===== src/rtl/sfdc_pkg.sv =====
package sfdc_pkg;

   // Frame layout and counter sizing
   localparam int COUNT_W     = 17;
   localparam int LEN_W       = 16;
   localparam int BYTE_W      = 8;
   localparam int HDR_BYTES   = 6;
   localparam int MIN_FRAME   = 7;
   localparam int QUEUE_DEPTH = 4;
   localparam int QPTR_W      = $clog2(QUEUE_DEPTH);
   localparam int QCNT_W      = $clog2(QUEUE_DEPTH + 1);

   // Configuration port
   localparam int ADDR_W = 4;
   localparam int DATA_W = 32;

   typedef enum logic [1:0] {
      REG_HEADER_FIRST     = 2'd0,
      REG_HEADER_SECOND    = 2'd1,
      REG_PROTOCOL_VERSION = 2'd2,
      REG_MAX_PAYLOAD      = 2'd3
   } reg_index_type;

   typedef enum logic [2:0] {
      ST_OK           = 3'd0,
      ST_TOO_SHORT    = 3'd1,
      ST_BAD_HEADER   = 3'd2,
      ST_BAD_VERSION  = 3'd3,
      ST_TRUNCATED    = 3'd4,
      ST_CHECKSUM_BAD = 3'd5,
      ST_TOO_LONG     = 3'd6
   } status_type;

   typedef struct packed {
      logic [BYTE_W-1:0] header_first;
      logic [BYTE_W-1:0] header_second;
      logic [BYTE_W-1:0] protocol_version;
      logic [LEN_W-1:0]  max_payload;
   } cfg_type;

   typedef struct packed {
      logic [BYTE_W-1:0] byte_in;
      logic              last_in;
   } req_type;

   typedef struct packed {
      logic              is_status;
      logic [BYTE_W-1:0] payload_byte;
      logic [LEN_W-1:0]  payload_index;
      logic [BYTE_W-1:0] command;
      logic [LEN_W-1:0]  payload_length;
      status_type        status;
   } rsp_type;

   // Results produced by one byte: a payload beat, a status beat, or both
   typedef struct packed {
      logic    pay_valid;
      logic    status_valid;
      rsp_type pay;
      rsp_type stat;
   } push_type;

endpackage


===== src/rtl/sfdc_core.sv =====
module sfdc_core (
   input  logic                clock,
   input  logic                reset,
   input  sfdc_pkg::cfg_type   cfg,
   input  sfdc_pkg::req_type   item,
   input  logic                advance,
   output sfdc_pkg::push_type  res
);

   localparam logic [sfdc_pkg::COUNT_W-1:0] POS_HDR0    = sfdc_pkg::COUNT_W'(0);
   localparam logic [sfdc_pkg::COUNT_W-1:0] POS_HDR1    = sfdc_pkg::COUNT_W'(1);
   localparam logic [sfdc_pkg::COUNT_W-1:0] POS_VERSION = sfdc_pkg::COUNT_W'(2);
   localparam logic [sfdc_pkg::COUNT_W-1:0] POS_COMMAND = sfdc_pkg::COUNT_W'(3);
   localparam logic [sfdc_pkg::COUNT_W-1:0] POS_LEN_HI  = sfdc_pkg::COUNT_W'(4);
   localparam logic [sfdc_pkg::COUNT_W-1:0] POS_LEN_LO  = sfdc_pkg::COUNT_W'(5);
   localparam logic [sfdc_pkg::COUNT_W-1:0] HDR_LEN     =
      sfdc_pkg::COUNT_W'(sfdc_pkg::HDR_BYTES);
   localparam logic [sfdc_pkg::COUNT_W-1:0] MIN_LEN     =
      sfdc_pkg::COUNT_W'(sfdc_pkg::MIN_FRAME);
   localparam logic [sfdc_pkg::COUNT_W-1:0] COUNT_MAX   = '1;

   logic [sfdc_pkg::COUNT_W-1:0] count_ff,  count_in;
   logic [sfdc_pkg::BYTE_W-1:0]  sum_ff,    sum_in;
   logic [sfdc_pkg::BYTE_W-1:0]  cmd_ff,    cmd_in;
   logic [sfdc_pkg::LEN_W-1:0]   len_ff,    len_in;
   logic                         hdr_ok_ff, hdr_ok_in;
   logic                         ver_ok_ff, ver_ok_in;
   logic                         closed_ff, closed_in;

   logic [sfdc_pkg::COUNT_W-1:0] pos;
   logic [sfdc_pkg::COUNT_W-1:0] end_pos;
   logic [sfdc_pkg::COUNT_W-1:0] pay_pos;
   logic [sfdc_pkg::BYTE_W-1:0]  b;
   sfdc_pkg::status_type         code;

   assign pos     = count_ff;
   assign b       = item.byte_in;
   assign end_pos = HDR_LEN + {1'b0, len_ff};
   assign pay_pos = pos - HDR_LEN;

   always_comb begin
      hdr_ok_in = hdr_ok_ff;
      ver_ok_in = ver_ok_ff;
      cmd_in    = cmd_ff;
      len_in    = len_ff;
      sum_in    = sum_ff;
      closed_in = closed_ff;
      res.pay_valid = 1'b0;

      if (pos == POS_HDR0 && b != cfg.header_first) begin
         hdr_ok_in = 1'b0;
      end
      if (pos == POS_HDR1 && b != cfg.header_second) begin
         hdr_ok_in = 1'b0;
      end
      if (pos == POS_VERSION && b != cfg.protocol_version) begin
         ver_ok_in = 1'b0;
      end
      if (pos == POS_COMMAND) begin
         cmd_in = b;
      end
      if (pos inside {POS_LEN_HI, POS_LEN_LO}) begin
         len_in = {len_ff[7:0], b};
      end

      if (!closed_ff) begin
         if (pos < HDR_LEN) begin
            sum_in = sum_ff + b;
         end else if (pos < end_pos) begin
            sum_in        = sum_ff + b;
            res.pay_valid = hdr_ok_in && ver_ok_in;
         end else if (pos == end_pos) begin
            // fold the checksum in: zero means match
            sum_in    = sum_ff ^ b;
            closed_in = 1'b1;
         end
      end

      count_in = (count_ff == COUNT_MAX) ? count_ff : count_ff + 1'b1;

      if (count_in < MIN_LEN) begin
         code = sfdc_pkg::ST_TOO_SHORT;
      end else if (!hdr_ok_in) begin
         code = sfdc_pkg::ST_BAD_HEADER;
      end else if (!ver_ok_in) begin
         code = sfdc_pkg::ST_BAD_VERSION;
      end else if (!closed_in) begin
         code = sfdc_pkg::ST_TRUNCATED;
      end else if (sum_in != '0) begin
         code = sfdc_pkg::ST_CHECKSUM_BAD;
      end else if (len_in > cfg.max_payload) begin
         code = sfdc_pkg::ST_TOO_LONG;
      end else begin
         code = sfdc_pkg::ST_OK;
      end

      res.status_valid         = item.last_in;

      res.pay.is_status        = 1'b0;
      res.pay.payload_byte     = b;
      res.pay.payload_index    = pay_pos[sfdc_pkg::LEN_W-1:0];
      res.pay.command          = cmd_in;
      res.pay.payload_length   = len_in;
      res.pay.status           = sfdc_pkg::ST_OK;

      res.stat.is_status       = 1'b1;
      res.stat.payload_byte    = '0;
      res.stat.payload_index   = '0;
      res.stat.command         = cmd_in;
      res.stat.payload_length  = len_in;
      res.stat.status          = code;
   end

   always_ff @(posedge clock) begin
      if (reset || (advance && item.last_in)) begin
         count_ff  <= '0;
         sum_ff    <= '0;
         cmd_ff    <= '0;
         len_ff    <= '0;
         hdr_ok_ff <= 1'b1;
         ver_ok_ff <= 1'b1;
         closed_ff <= 1'b0;
      end else if (advance) begin
         count_ff  <= count_in;
         sum_ff    <= sum_in;
         cmd_ff    <= cmd_in;
         len_ff    <= len_in;
         hdr_ok_ff <= hdr_ok_in;
         ver_ok_ff <= ver_ok_in;
         closed_ff <= closed_in;
      end
   end

endmodule


===== config.mk =====
export PLATFORM = sky130hd
export DESIGN_NAME = sfdc_core
export DESIGN_NICKNAME = d
export VERILOG_FILES = /design/src/rtl/sfdc_pkg.sv /design/src/rtl/sfdc_core.sv
export SDC_FILE = /design/constraint.sdc
export NUM_CORES = 1
export LEC_CHECK = 0
export BUFFER_PORTS_ARGS = -buffer_cell sky130_fd_sc_hd__buf_2
export CORE_UTILIZATION = 33
export CTS_CLUSTER_DIAMETER = 100
export DETAILED_ROUTE_END_ITERATION = 8
export PLACE_DENSITY_LB_ADDON = 0.2
export SLEW_MARGIN = 15
export SYNTH_ARGS = -nofsm -noshare
export SYNTH_HDL_FRONTEND = slang
export SYNTH_SLANG_ARGS = --single-unit

===== constraint.sdc =====
create_clock -name clock -period 5.7 [get_ports clock]
set_clock_uncertainty 0.2 [all_clocks]
set_input_delay 1.14 -clock clock [delete_from_list [all_inputs] [get_ports clock]]
set_output_delay 1.14 -clock clock [all_outputs]
set_load 0.03 [all_outputs]

==> results_dict.tcl, run 1 <==
set metrics [dict create \
    synth.most_common_cell "nand2_1" \
    diodes 0 \
    vdd_drop_max_v 0.0000927 \
    die_y_um 129 \
    initial_core_util_pct 34.4 \
    worst_pin_slew_ns 0.992 \
    path_max_fanout 3 \
    cts_tree "yes" \
    violations "negative setup slack" \
    synth_cell_types 66 \
    syn-cell-area_sq_mm 0.00531 \
    rr_startpoint "len_ff[2]" \
    met1_length_mm 7.40 \
    critPathLaunch "len_ff[2]" \
    area_growth_pct 19.7 \
    min_from "cmd_ff[2]" \
    die_w_um 129 \
    path_class "reg -> out" \
    fill_cells 1608 \
    antenna_found_initial 0 \
    rsz0062_at_grt "true" \
    grt_usage_pct 18.0 \
    outcome "complete, but fails checks" \
    grt_max_degree 48 \
    critPathLaunchType "flip-flop" \
    r2r_setup_slack_ns 1.92 \
    critPathCaptureType "output port" \
    clk_path_buf_depth 2 \
    syn_area_per_cell_sq_um 7.82 \
    timing.max_cap.violations 0 \
    synth_ff_type "dfxtp_1" \
    avgViaCountPerCell 4.96 \
    synth_top_cell_area_share_pct 19.6 \
    wl_per_cell_um 15.3 \
    fin_setup_tns_ns -0.0164 \
    met3_length_um 639 \
    post-dp-hpwl_mm 11.7 \
    dr.pass1.iters 4 \
    htree_levels 2 \
    layout-drive-gt1-share_pct 31.6 \
    remaining_drc_errors 0 \
    fin_util_pct 41.2 \
    vias 4938 \
    fin_crit_sh_pct 100 \
    core_sq_mm 0.0154 \
    antenna_left 0 \
    synth_area_leaders "dfxtp_1 20%, ha_1 11%, buf_4 9.2%, xor2_1 7.9%, nand2_1 5.0%" \
    globalplace.congestion 0.850 \
    grt_pass1_wl_mm 23.3 \
    slew_violations 0 \
    clk_pin_slew_ns 0.07 \
    routed.top_layer "met4" \
    leakagePower_nw 3.01 \
    synthArstFlopShare_pct 0 \
    overflow 0 \
    met2_length_mm 7.04 \
    fin_crit_ns 5.72 \
    synth-seq-area-share_pct 19.6 \
    ioPinCount 158 \
    synth_common_cells "71 x nand2_1, 65 x buf_4, 55 x nor2_1" \
    ys_seq_elements 52 \
    clock_latency_ns 0.30 \
    synth-edff-count 0 \
    hold_viol_final 0 \
    drtIter0Drc 251 \
    worstPathArrival_ns 4.38 \
    root_buffer "clkbuf_16" \
    yosysTopAreaCell "dfxtp_1" \
    slew_headroom_pct 33.5 \
    hold_class "reg -> reg" \
    p_per_area_mw_per_mm2 153 \
    clock-sinks 52 \
    crit_required_ns 4.36 \
    nNetsFinal 883 \
    io_buffers 128 \
    wirelength_mm 15.2 \
    grt_pass1_vias 4625 \
    rows 45 \
    setup-violations-final 1 \
    fmax_ghz 0.175 \
    cts-buffers-inserted 5 \
    worst_slack_ns -0.0164 \
    fp.dieArea_sq_mm 0.0166 \
    synthCells 678 \
    yosysWarnings 0 \
]
==> per-stage QoR <==
stage / instance area, sq um / hold slack, ns / worst slack [ns] / instances / total power [mW]
after global placement: 5920 / 0.245 / 0.109 / 979 / 0.616
after global routing: 6350 / 0.283 / -0.129 / 996 / 1.02
final: 6350 / 0.267 / -0.0164 / 996 / 0.970
after detailed placement: 5920 / 0.250 / 0.0519 / 979 / 0.616
after CTS: 6160 / 0.266 / 0.00396 / 990 / 0.968
after floorplan: 5410 / 0.235 / 0.0255 / 705 / 0.569
==> placed cells by master, fill, tap and decap left out, types with 4 or more instances in the layout <==
cell type,synthesis,final
buf_4,65,41
mux2i_1,5,4
or4_4,2,4
o21ai_0,16,16
o211a_1,5,5
nand2b_1,4,4
a21o_1,7,7
nand2_1,71,69
and3_1,8,5
ha_1,46,45
dfxtp_1,52,48
a31oi_1,8,7
a21oi_1,39,38
conb_1,2,29
xnor2_1,28,28
inv_1,28,26
clkbuf_16,0,5
nor2_1,55,53
mux2_2,22,22
nor3_1,11,10
o21a_1,8,8
nor4_1,6,6
dfxtp_2,0,4
nand4_1,14,14
or2_2,6,6
buf_2,5,126
nand3_1,25,24
and4_1,4,4
xor2_1,48,48
==> layout make-up <==
cell class	count	area [sq um]	area share, %
well taps	211	264	4.16
repair buffers	169	961	15.1
clock buffers	6	129	2.03
inverters	28	105	1.66
clock inverters	2	35.0	0.552
multi-input cells	528	3810	60.0
flip-flops and latches	52	1050	16.5
==> power by group <==
part / switching [mW] / internal (mW) / leakage (nW)
registers: 0.0101 / 0.371 / 0.423
logic: 0.151 / 0.0899 / 2.50
clock network: 0.141 / 0.207 / 0.0808
==> per-layer routing <==
metal,vias up,track usage (%)
met3,11,2.12
li1,2458,-
met2,135,29.4
met1,2334,25.0
met5,-,0
met4,0,4.29
==> critical path, cell delays in order, from the launching register on <==
cell,delay [ns]
dfxtp_2,0.34
inv_2,0.05
ha_4,0.16
nor2_4,0.10
and3_4,0.21
nand2_4,0.06
nor2_4,0.10
nand3_2,0.09
xor2_1,0.16
ha_1,0.38
nand4_4,0.12
nor4_4,0.35
and3_4,0.27
nand2_2,0.06
or4_4,0.50
o31ai_4,0.09
o22ai_2,0.11
or4_4,0.54
o211a_1,0.24
buf_6,0.14
==> registers in the layout (all words and copies together), names as in the netlist <==
name / count
closed_ff: 1
sum_ff: 8
len_ff: 16
hdr_ok_ff: 1
count_ff: 17
cmd_ff: 8
ver_ok_ff: 1
==> cell families (layout without fill, tap and decap cells) <==
kind of cell,count (synthesis),in the layout,synth area share [%]
adders and majority gates,47,47,11.2
AOI/OAI and AO/OA,117,117,14.6
buffers and inverters,125,205,13.8
and+or+nand+nor,231,231,22.2
muxes,28,28,5.83
xor gates and xnor gates,76,76,12.5
DFF,52,52,19.6
other,2,29,0.142
==> final timing paths <==
kind | endpoint | cells past startpoint
worst max register to register | sum_ff[5] | 20
worst min-delay path | cmd_ff[2] | 2
worst max-delay path | res[2] | 19
worst min register to register | cmd_ff[2] | 2
==> timing repair <==
item,in CTS,in global routing
pin swaps,8,20
hold buffers,0,0
gates resized for setup,14,30
setup endpoints to repair,3,3
setup buffers,3,6
Power figures use the tool's default switching activity.
==> run 2: changes to the inputs <==
--- a/config.mk
+++ b/config.mk
@@ -5,10 +5,12 @@
 export SDC_FILE = /design/constraint.sdc
 export NUM_CORES = 1
 export LEC_CHECK = 0
+export ABC_AREA = 1
 export BUFFER_PORTS_ARGS = -buffer_cell sky130_fd_sc_hd__buf_2
 export CORE_UTILIZATION = 33
 export CTS_CLUSTER_DIAMETER = 100
 export DETAILED_ROUTE_END_ITERATION = 8
+export GPL_ROUTABILITY_DRIVEN = 0
 export PLACE_DENSITY_LB_ADDON = 0.2
 export SLEW_MARGIN = 15
 export SYNTH_ARGS = -nofsm -noshare
==> run 2 against run 1 <==
Net effect:
- the flow now finishes without violations
- combinational power rose to 2.5 times the previous value
- count of clock-buffer cells in the layout unchanged
- die area up 7.3%
- sequential share of layout area down 0.40 points
- critical path type unchanged
- largest power group is now combinational cells
- highest routed layer unchanged
==> results_dict.tcl, run 2 <==
set metrics [dict create \
    timing.max_cap.violations 0 \
    remaining_drc_errors 0 \
    synth_cell_types 50 \
    antenna_found_initial 0 \
    antenna_left 0 \
    grt_usage_pct 18.4 \
    clock_latency_ns 0.31 \
    syn_area_per_cell_sq_um 6.43 \
    clk_pin_slew_ns 0.07 \
    fin_util_pct 38.9 \
    crit_end "res[1]" \
    critPathCaptureType "output port" \
    layout-drive-gt1-share_pct 21.9 \
    hold_viol_final 0 \
    synthCells 887 \
    rows 47 \
    power_mw 1.40 \
    synth.most_common_cell "nand2_1" \
    die_y_um 133 \
    top_register "count_ff" \
    fin_area_sq_mm 0.00649 \
    synth_common_cells "152 x nand2_1, 134 x inv_1, 98 x nor2_1" \
    syn-cell-area_sq_mm 0.00570 \
    worstPathArrival_ns 4.13 \
    wl_per_cell_um 13.7 \
    p_per_area_mw_per_mm2 216 \
    nNetsFinal 1073 \
    ioPinCount 158 \
    layout_commonest_cell "nand2_1" \
    vdd_drop_max_v 0.000120 \
    hold_class "reg -> reg" \
    overflow 0 \
    yosysTopAreaCell "dfxtp_1" \
    htree_levels 2 \
    critPathLaunchType "flip-flop" \
    yosysWarnings 0 \
    vias 5574 \
    post-dp-hpwl_mm 12.6 \
    r2r_setup_slack_ns 1.92 \
    synth_ff_type "dfxtp_1" \
    fin_crit_sh_pct 96.0 \
    io_buffers 128 \
    outcome "completed" \
    worst_pin_slew_ns 1.11 \
    synth-seq-area-share_pct 18.3 \
    ys_seq_elements 52 \
    clock-sinks 52 \
    root_buffer "clkbuf_16" \
    diodes 0 \
    grt_pass1_vias 5000 \
    crit_required_ns 4.36 \
    clk_path_buf_depth 2 \
    cts_tree "yes" \
    holdBufCountCts 0 \
    die_w_um 133 \
    largest_reg_flops 17 \
    initial_core_util_pct 34.1 \
    synth-edff-count 0 \
    grt_pass1_wl_mm 25.8 \
    synthArstFlopShare_pct 0 \
    rr_startpoint "len_ff[2]" \
    setup-violations-final 0 \
    timing.rr.end "closed_ff" \
    leakagePower_nw 3.52 \
    layout_common_cells "149 x nand2_1, 130 x inv_1, 127 x buf_2" \
    fin_crit_ns 5.47 \
    synth_area_leaders "dfxtp_1 18%, ha_1 10%, nand2_1 10%, inv_1 8.8%, buf_4 8.4%" \
    path_class "reg -> out" \
    avgViaCountPerCell 4.66 \
    core_sq_mm 0.0167 \
    slew_violations 0 \
    area_growth_pct 13.9 \
    critPathLaunch "len_ff[2]" \
    dr.pass1.iters 5 \
    grt_max_degree 62 \
    fmax_ghz 0.183 \
    drtIter0Drc 294 \
    synth_top_cell_area_share_pct 18.3 \
    rr_worst_depth 21 \
    fp.dieArea_sq_mm 0.0178 \
    slew_headroom_pct 25.5 \
    path_max_fanout 5 \
    fin_setup_tns_ns 0 \
    placed_area_sq_mm 0.00613 \
    cts-buffers-inserted 5 \
    holdWs_ns 0.254 \
    wirelength_mm 16.3 \
    largestRegisters "count_ff (17), len_ff (16)" \
]
run 2: cell count changes after synthesis, sizes merged, moves of 22 or more:
| cell | before | now |
|---|---|---|
| mux2 | 23 | 1 |
| o21ai | 20 | 67 |
| nand2 | 72 | 158 |
| inv | 28 | 137 |
| nor2 | 57 | 105 |
run 2: how the worst min path moves through the flow:
stage,start,end,slack [ns],depth (start not counted)
6_report,ver_ok_ff,ver_ok_ff,0.25,2
3_3_place_gp,ver_ok_ff,ver_ok_ff,0.24,2
5_1_grt,hdr_ok_ff,hdr_ok_ff,0.30,1
4_1_cts,ver_ok_ff,ver_ok_ff,0.25,2
2_1_floorplan,ver_ok_ff,ver_ok_ff,0.23,2
3_5_place_dp,ver_ok_ff,ver_ok_ff,0.24,2
run 2: stage by stage:
stage | std cells | setup slack, ns
after global placement | 1174 | 0.330
after floorplan | 914 | 0.728
after detailed placement | 1174 | 0.0853
after CTS | 1184 | 0.00451
final | 1195 | 0.231
after global routing | 1195 | -0.0330
run 2: layout make-up:
| class | count | area, sq um |
|---|---|---|
| Timing Repair Buffer | 147 | 786 |
| Tap cell | 220 | 275 |
| Clock buffer | 6 | 139 |
| Clock inverter | 2 | 38.8 |
| Inverter | 140 | 529 |
| Fill cell | 1873 | 10200 |
| Multi-Input combinational cell | 628 | 3680 |
| Sequential cell | 52 | 1040 |
run 2: critical path: stages (launching register included):
cell and delay, ns:
dfxtp_1 0.35, inv_2 0.07, ha_2 0.20, nor3_4 0.15
nand3_2 0.14, nor2_4 0.14, nand4_1 0.14, nor2_2 0.18
nand3_1 0.10, xor2_1 0.16, ha_1 0.30, nand2_1 0.09
nor2_1 0.16, nand2_1 0.08, nor2_2 0.13, o21ai_0 0.13
nand2_2 0.12, buf_4 0.15, nand3_1 0.07, nand3_1 0.10
nand2_1 0.07, nor2_1 0.12, nand2_1 0.11, nor2_2 0.14
a21oi_1 0.08, nor2_1 0.15, buf_4 0.18
run 2: power breakdown:
group	internal, mW	total [mW]	switching (mW)
combinational	0.194	0.610	0.416
clock	0.221	0.380	0.159
sequential	0.385	0.412	0.0267
run 2: cell families (layout without fill, tap and decap cells):
logic type                 after synthesis  after routing  share of synthesized area (%)
AOI/OAI and AO/OA                      146            146                           15.2
other                                    2             29                          0.132
xor gates and xnor gates                55             55                           8.45
buffers and inverters                  234            295                           20.3
muxes                                    1              1                          0.198
DFF                                     52             52                           18.3
and+or+nand+nor                        350            350                           27.0
adders and majority gates               47             47                           10.5
run 2: routing by layer:
layer / GRT usage (%) / vias up / wire length (um)
met5: 0 / - / 0
met4: 3.03 / 0 / 121
met3: 2.85 / 10 / 764
met2: 32.0 / 154 / 7870
met1: 24.2 / 2483 / 7570
li1: - / 2927 / -
run 2: repair_timing:
item / 4_1_cts / 5_1_grt
pin swaps: 1 / 10
gates cloned: 0 / 0
resized for setup: 9 / 23
setup endpoints to repair: 3 / 3
setup buffers: 2 / 11
